**src/hw/rtl/mpurb_pkg.sv**
```systemverilog
`default_nettype none
// ----------------------------------------------------------------------------
// mpurb_pkg
// Shared types and codes of the multi-port UART receive ring buffer.
// ----------------------------------------------------------------------------
package mpurb_pkg;

  // Item kinds carried on the input channel.
  typedef enum logic [1:0] {
    ACT_IRQ   = 2'd0,
    ACT_READ  = 2'd1,
    ACT_FLUSH = 2'd2
  } action_e;

  // Interrupt identification codes, IIR bits 3..1 (16550 numbering).
  typedef enum logic [2:0] {
    IIR_TX_EMPTY = 3'd1,
    IIR_RDA      = 3'd2,
    IIR_CTI      = 3'd6
  } iir_code_e;

  localparam int unsigned IIR_CODE_LSB  = 1;
  localparam int unsigned LSR_THRE_BIT  = 5;
  localparam int unsigned FILL_OUT_W    = 6;

  // Result fields held between the pointer stage and the output register.
  typedef struct packed {
    logic                  read_valid;
    logic [FILL_OUT_W-1:0] fill_count;
    logic                  timeout_seen;
    logic                  tx_empty;
  } result_t;

endpackage
`default_nettype wire

```
**src/hw/rtl/mpurb_ram.sv**
```systemverilog
`default_nettype none
// ----------------------------------------------------------------------------
// mpurb_ram
// Generic simple dual-port RAM: one write port, one read port, registered read.
// ----------------------------------------------------------------------------
module mpurb_ram #(
  parameter int unsigned Width = 8,
  parameter int unsigned Depth = 256
) (
  input  wire logic                     clk_i,
  input  wire logic                     we_i,
  input  wire logic [$clog2(Depth)-1:0] waddr_i,
  input  wire logic [Width-1:0]         wdata_i,
  input  wire logic                     re_i,
  input  wire logic [$clog2(Depth)-1:0] raddr_i,
  output logic      [Width-1:0]         rdata_o
);

  logic [Width-1:0] mem_q [Depth];
  logic [Width-1:0] rdata_q;

  always_ff @(posedge clk_i) begin
    if (we_i) begin
      mem_q[waddr_i] <= wdata_i;
    end
    if (re_i) begin
      rdata_q <= mem_q[raddr_i];
    end
  end

  assign rdata_o = rdata_q;

endmodule
`default_nettype wire

```
**src/hw/rtl/multi_port_uart_rx_ring_buffer.sv**
```systemverilog
`default_nettype none
// ----------------------------------------------------------------------------
// multi_port_uart_rx_ring_buffer
// Per-port receive rings for a bank of 16550-style UARTs, one shared byte RAM.
// ----------------------------------------------------------------------------
// Each word on the input channel is an interrupt event, a read or a flush for
// one UART port, and yields exactly one result word. Items are taken at one
// per cycle unless the output stalls. On accept the port's head/tail pointers
// and flags (flip-flops) are updated and a push writes, or a pop reads, the
// shared ring RAM; once stage 1 advances, the RAM's registered read data
// joins the result in the output register. A pop always sees any earlier
// push because the RAM write lands at the accept edge. A ring holds at most
// RING_DEPTH-1 bytes; an RDA byte arriving at a full ring is dropped. Ring
// contents are not cleared at reset, only pointers and flags are. Items
// naming a port at or above PORT_COUNT change nothing and return all-zero
// fields. fill_count reports the low six bits.
// ----------------------------------------------------------------------------
module multi_port_uart_rx_ring_buffer #(
  parameter int unsigned RING_DEPTH = 64,
  parameter int unsigned PORT_COUNT = 4
) (
  input  wire logic       clk_i,
  input  wire logic       rst_ni,
  // input channel
  input  wire logic       in_valid_i,
  output logic            in_ready_o,
  input  wire logic [1:0] action_i,
  input  wire logic [1:0] port_i,
  input  wire logic [7:0] iir_value_i,
  input  wire logic [7:0] rx_byte_i,
  input  wire logic [7:0] line_status_i,
  // result channel
  output logic            out_valid_o,
  input  wire logic       out_ready_i,
  output logic            read_valid_o,
  output logic [7:0]      read_byte_o,
  output logic [mpurb_pkg::FILL_OUT_W-1:0] fill_count_o,
  output logic            timeout_seen_o,
  output logic            tx_empty_o
);
  import mpurb_pkg::*;

  localparam int unsigned PTR_W    = (RING_DEPTH > 1) ? $clog2(RING_DEPTH) : 1;
  localparam int unsigned FILL_W   = PTR_W + 1;
  localparam int unsigned PIDX_W   = (PORT_COUNT > 1) ? $clog2(PORT_COUNT) : 1;
  localparam int unsigned RAM_DEPTH = PORT_COUNT * RING_DEPTH;
  localparam int unsigned ADDR_W   = $clog2(RAM_DEPTH);

  // Per-port pointers and status flags
  logic [PTR_W-1:0]      wptr_q [PORT_COUNT];
  logic [PTR_W-1:0]      rptr_q [PORT_COUNT];
  logic [PORT_COUNT-1:0] tmo_q;
  logic [PORT_COUNT-1:0] thre_q;

  // Stage 1 (between accept and output register)
  logic    s1_valid_q;
  result_t s1_res_q;

  // Output register
  logic    out_valid_q;
  result_t out_res_q;
  logic [7:0] out_byte_q;

  logic accept;
  logic s1_adv;

  assign s1_adv     = !out_valid_q || out_ready_i;
  assign in_ready_o = !s1_valid_q || s1_adv;
  assign accept     = in_valid_i && in_ready_o;

  // ---------------------------------------------------------------------------
  // Pointer stage: decode the item against the addressed port's state.
  // ---------------------------------------------------------------------------
  logic              port_ok;
  logic [PIDX_W-1:0] pidx;
  logic [PTR_W-1:0]  wptr, rptr, wptr_inc, rptr_inc, wptr_d, rptr_d;
  logic              tmo_d, thre_d;
  logic              push, pop;
  iir_code_e         code;
  logic [FILL_W-1:0] fill_full;
  logic [31:0]       fill_wide;
  logic [ADDR_W-1:0] base;
  result_t           res_d;

  assign port_ok = (32'(port_i) < PORT_COUNT);
  assign pidx    = PIDX_W'(port_i);
  assign wptr    = port_ok ? wptr_q[pidx] : '0;
  assign rptr    = port_ok ? rptr_q[pidx] : '0;
  assign code    = iir_code_e'(iir_value_i[IIR_CODE_LSB +: 3]);

  // Wrap at RING_DEPTH, which need not be a power of two.
  assign wptr_inc = (wptr == PTR_W'(RING_DEPTH - 1)) ? '0 : wptr + PTR_W'(1);
  assign rptr_inc = (rptr == PTR_W'(RING_DEPTH - 1)) ? '0 : rptr + PTR_W'(1);

  always_comb begin
    wptr_d = wptr;
    rptr_d = rptr;
    tmo_d  = port_ok ? tmo_q[pidx]  : 1'b0;
    thre_d = port_ok ? thre_q[pidx] : 1'b0;
    push   = 1'b0;
    pop    = 1'b0;
    case (action_e'(action_i))
      ACT_IRQ: begin
        case (code)
          IIR_RDA: begin
            if (wptr_inc != rptr) begin
              push   = 1'b1;
              wptr_d = wptr_inc;
            end
          end
          IIR_CTI:      tmo_d  = 1'b1;
          IIR_TX_EMPTY: thre_d = line_status_i[LSR_THRE_BIT];
          default: ;
        endcase
      end
      ACT_READ: begin
        if (wptr != rptr) begin
          pop    = 1'b1;
          rptr_d = rptr_inc;
        end
      end
      ACT_FLUSH: wptr_d = rptr;
      default: ;
    endcase
  end

  // Fill after the step
  assign fill_full = (wptr_d >= rptr_d)
                   ? {1'b0, wptr_d} - {1'b0, rptr_d}
                   : {1'b0, wptr_d} + FILL_W'(RING_DEPTH) - {1'b0, rptr_d};
  assign fill_wide = 32'(fill_full);

  always_comb begin
    res_d = '0;
    if (port_ok) begin
      res_d.read_valid   = pop;
      res_d.fill_count   = fill_wide[FILL_OUT_W-1:0];
      res_d.timeout_seen = tmo_d;
      res_d.tx_empty     = thre_d;
    end
  end

  always_ff @(posedge clk_i or negedge rst_ni) begin
    if (!rst_ni) begin
      for (int i = 0; i < PORT_COUNT; i++) begin
        wptr_q[i] <= '0;
        rptr_q[i] <= '0;
      end
      tmo_q  <= '0;
      thre_q <= '0;
    end else if (accept && port_ok) begin
      wptr_q[pidx] <= wptr_d;
      rptr_q[pidx] <= rptr_d;
      tmo_q[pidx]  <= tmo_d;
      thre_q[pidx] <= thre_d;
    end
  end

  // ---------------------------------------------------------------------------
  // Ring RAM: port base plus slot; push writes at head, pop reads at tail.
  // ---------------------------------------------------------------------------
  logic [7:0] ram_rdata;

  assign base = ADDR_W'(32'(pidx) * RING_DEPTH);

  mpurb_ram #(
    .Width (8),
    .Depth (RAM_DEPTH)
  ) u_ring_ram (
    .clk_i   (clk_i),
    .we_i    (accept && port_ok && push),
    .waddr_i (base + ADDR_W'(wptr)),
    .wdata_i (rx_byte_i),
    .re_i    (accept && port_ok && pop),
    .raddr_i (base + ADDR_W'(rptr)),
    .rdata_o (ram_rdata)
  );

  // ---------------------------------------------------------------------------
  // Stage 1 and output register. RAM read data only changes on accept, which
  // needs stage 1 to move, so it stays put while stage 1 waits.
  // ---------------------------------------------------------------------------
  always_ff @(posedge clk_i or negedge rst_ni) begin
    if (!rst_ni) begin
      s1_valid_q  <= 1'b0;
      out_valid_q <= 1'b0;
    end else begin
      if (in_ready_o) begin
        s1_valid_q <= in_valid_i;
      end
      if (s1_adv) begin
        out_valid_q <= s1_valid_q;
      end
    end
  end

  always_ff @(posedge clk_i) begin
    if (accept) begin
      s1_res_q <= res_d;
    end
    if (s1_adv && s1_valid_q) begin
      out_res_q  <= s1_res_q;
      out_byte_q <= s1_res_q.read_valid ? ram_rdata : 8'h00;
    end
  end

  assign out_valid_o    = out_valid_q;
  assign read_valid_o   = out_res_q.read_valid;
  assign read_byte_o    = out_byte_q;
  assign fill_count_o   = out_res_q.fill_count;
  assign timeout_seen_o = out_res_q.timeout_seen;
  assign tx_empty_o     = out_res_q.tx_empty;

endmodule
`default_nettype wire
```
**config.mk**
```make
export PLATFORM = sky130hd
export DESIGN_NAME = multi_port_uart_rx_ring_buffer
export DESIGN_NICKNAME = d
export VERILOG_FILES = /design/src/hw/rtl/mpurb_pkg.sv /design/src/hw/rtl/mpurb_ram.sv /design/src/hw/rtl/multi_port_uart_rx_ring_buffer.sv
export SDC_FILE = /design/constraint.sdc
export NUM_CORES = 2
export LEC_CHECK = 0
export BUFFER_PORTS_ARGS = -buffer_cell sky130_fd_sc_hd__buf_2
export CAP_MARGIN = 20
export CORE_MARGIN = 5
export CORE_UTILIZATION = 55
export CTS_BUF_LIST = sky130_fd_sc_hd__clkbuf_2
export CTS_CLUSTER_DIAMETER = 40
export DETAILED_ROUTE_END_ITERATION = 12
export MAX_ROUTING_LAYER = met4
export PLACE_DENSITY = 0.75
export SYNTH_ARGS = -nofsm -noshare
export SYNTH_HDL_FRONTEND = slang
export SYNTH_SLANG_ARGS = --single-unit
export TNS_END_PERCENT = 10
```
**constraint.sdc**
```tcl
create_clock -name clk_i -period 5.15 [get_ports clk_i]
set_input_delay 0.515 -clock clk_i [delete_from_list [all_inputs] [get_ports clk_i]]
set_output_delay 0.515 -clock clk_i [all_outputs]
set_load 0.01 [all_outputs]
```
==> results.json <==
{
  "synth_cells": 4453,
  "grtUsageMet1_pct": 39.8,
  "startpoint_type": "flip-flop",
  "ys.flop_type": "edfxtp_1",
  "status": "completed",
  "post-place-ws_ns": 0.111,
  "hpwl_um": 142000,
  "layout-drive-gt1-share_pct": 31.9,
  "worstPathArrival_ns": 6.11,
  "min_path_cells": 3,
  "grt_pass1_vias": 49624,
  "setup_tns_ns": 0,
  "final_hold_viol_count": 0,
  "synth_edf_count": 2082,
  "synthTopCellsByCount": "edfxtp_1 (2082), mux4_2 (396), nor2_1 (319), nand2_1 (290), mux2i_1 (287)",
  "avgSynthCellArea_um2": 19.0,
  "synthArstFlopShare_pct": 2.71,
  "synth_seq_cells": 2140,
  "track_usage_pct": 30.3,
  "numPortBuffers": 38,
  "maxSlewViolCount": 0,
  "fp.dieW_um": 402,
  "cts_resized": 0,
  "clock_latency_ns": 1.87,
  "synth_cell_types": 79,
  "hold_buffers": 59,
  "fp.coreArea_mm2": 0.154,
  "worstHoldStart": "rx_byte_i[5]",
  "die-area_mm2": 0.162,
  "crit_fanout": 10,
  "totalPowerFinal_mw": 37.9,
  "path_class": "reg -> reg",
  "cp-end-kind": "flip-flop",
  "fin_crit_ns": 4.60,
  "antenna_found_initial": 17,
  "ant_nets": 0,
  "synthesis.nets": 4496,
  "synth_top_area_cell": "edfxtp_1",
  "fmax_ghz": 0.217,
  "regToRegEndpoint": "s1_res_q[7]",
  "grt_pass1_wl_um": 342000,
  "first_pass_iters": 9,
  "grt.met2_usage_pct": 43.4,
  "min_path_type": "in -> reg",
  "synth.most_common_cell": "edfxtp_1",
  "wl_um": 239000,
  "vias": 49612,
  "clockRootBuffer": "clkbuf_2",
  "max_slew.worst_pin.slew_ns": 1.31,
  "grt_max_degree": 147,
  "num_rows": 144,
  "setup_viol": 0,
  "hold_path_end": "u_ring_ram.mem_q[160][5]",
  "slew_headroom_pct": 12.8,
  "holdWs_ns": 0.239,
  "fin_ws_ns": 0.549,
  "clockBufferDepth": 4,
  "wl_per_cell_um": 30.9,
  "netlist_top_cells_area": "edfxtp_1 (74%), mux4_2 (11%), mux2i_1 (3.4%)",
  "cap_violations": 0,
  "yosysWarnings": 0,
  "grt_util_met3_pct": 9.39,
  "finalCritPeriodShare_pct": 89.3,
  "reg2regPathDepth": 16,
  "cts_tree": "built",
  "syn2layout_area_growth_pct": 13.1,
  "vias_per_cell": 6.42,
  "power_density_mw_per_mm2": 396,
  "skew_ns": 0.162,
  "nets": 5365,
  "ios": 51,
  "peakVddDrop_mv": 0.221,
  "overflow": 0,
  "cts.clk_slew.worst_paths_ns": 0.10,
  "drt_iter0_markers": 7597,
  "reg2reg_slack_ns": 0.55,
  "synth_area_mm2": 0.0846,
  "post-cts-setup-buffers": 0,
  "required_ns": 6.65,
  "gr-max-usage-layer": "met2",
  "clkSinkCount": 2140,
  "r2r-start": "wptr_q[7]",
  "fillers": 10689,
  "drc": 0,
  "start_util_pct": 55.1,
  "ys_seq_area_share_pct": 75.6,
  "cts_made_buffers": 533,
  "synth_top_area_share_pct": 73.9,
  "die_h_um": 402,
  "rsz0062_at_grt": "no",
  "htreeDepth": 6,
  "routabilityCongestion": 0.956,
  "p_leak_nw": 32.1
}
final cells by class:
type	count	area, µm²	share of cell area (%)
antenna	25	62.6	0.0653
clock buffer	745	3730	3.89
clock inverter	130	815	0.851
inverter	17	87.6	0.0915
multi-input combinational	2026	19300	20.2
sequential	2140	64000	66.8
tap	2044	2560	2.67
timing repair buffer	604	5230	5.46
worst max-delay path by stage:
stage | from | to | slack [ns] | cells past startpoint
2_1_floorplan | port_i[0] | s1_res_q[7] | 0.37 | 24
3_3_place_gp | port_i[0] | s1_res_q[7] | 0.11 | 17
6_report | wptr_q[7] | s1_res_q[7] | 0.55 | 16
4_1_cts | wptr_q[19] | s1_res_q[7] | 0.63 | 16
5_1_grt | wptr_q[1] | s1_res_q[7] | 0.19 | 16
3_5_place_dp | port_i[0] | s1_res_q[7] | 0.11 | 17
through the flow:
| stage | instance area [µm²] | cells | utilization [%] |
|---|---|---|---|
| floorplan | 84600 | 4453 | - |
| global placement | 90400 | 6772 | 58.9 |
| detailed placement | 90400 | 6772 | 58.9 |
| CTS | 95700 | 7706 | 62.3 |
| global route | 95700 | 7726 | 62.4 |
| finish | 95800 | 7731 | 62.4 |
sequential cells by signal (all words and copies together) (netlist names):
register and flops:
rptr_q 24, wptr_q 24, read_valid_o 1, read_byte_o 8, s1_valid_q 1, tmo_q 4, out_valid_o 1, tx_empty_o 1
thre_q 4, s1_res_q 9, fill_count_o 6, u_ring_ram.mem_q 2048, u_ring_ram.rdata_o 8, timeout_seen_o 1
where the power goes:
group / internal (mW) / leakage (nW) / switching, mW
sequential: 19.2 / 19.5 / 0.0741
combinational: 3.28 / 9.09 / 4.38
clock: 4.45 / 3.52 / 6.51
total: 27.0 / 32.1 / 11.0
routing by layer:
| layer | routed length (µm) | share of wire (%) |
|---|---|---|
| met2 | 108000 | 45 |
| met3 | 34200 | 14 |
| met5 | 0 | 0 |
| met4 | 13900 | 5.8 |
| met1 | 83100 | 35 |
kinds of logic (layout without fill, tap and decap cells):
logic type	after synthesis	count (layout)	synth area share, %
DFF	2140	2140	75.6
and+or+nand+nor	822	822	4.26
muxes	709	709	14.3
AOI/OAI and AO/OA	469	469	3.79
buffers and inverters	287	1496	1.77
xor gates and xnor gates	15	15	0.155
adders and majority gates	11	11	0.171
other	0	25	0
placed cells by master (no fill, tap or decap), types with 27 or more instances in the layout:
cell and count:
a211oi_1 27, o21ai_0 71, nand2_1 288, clkbuf_2 745, nor2_1 315, edfxtp_1 2082
buf_4 471, dlygate4sd3_1 51, dfrtp_1 58, a22oi_1 66, mux4_2 394, nand3_1 48
buf_2 30, buf_12 38, o22ai_1 39, a31oi_1 35, a21oi_1 89, mux2i_1 287
clkinv_1 92
worst max-delay path, cell delays in order, from the launching register on:
cell	delay, ns
dfrtp_1	0.40
mux4_2	0.62
ha_1	0.40
a21oi_1	0.25
o21ai_0	0.15
a211oi_2	0.28
or4_4	0.21
nand2_1	0.08
a31oi_1	0.42
nand2_1	0.21
ha_1	0.33
a21o_1	0.18
a21oi_1	0.22
o21bai_1	0.10
a21oi_1	0.20
xor2_1	0.19
xnor2_1	0.08
(Power assumes the default switching activity.)
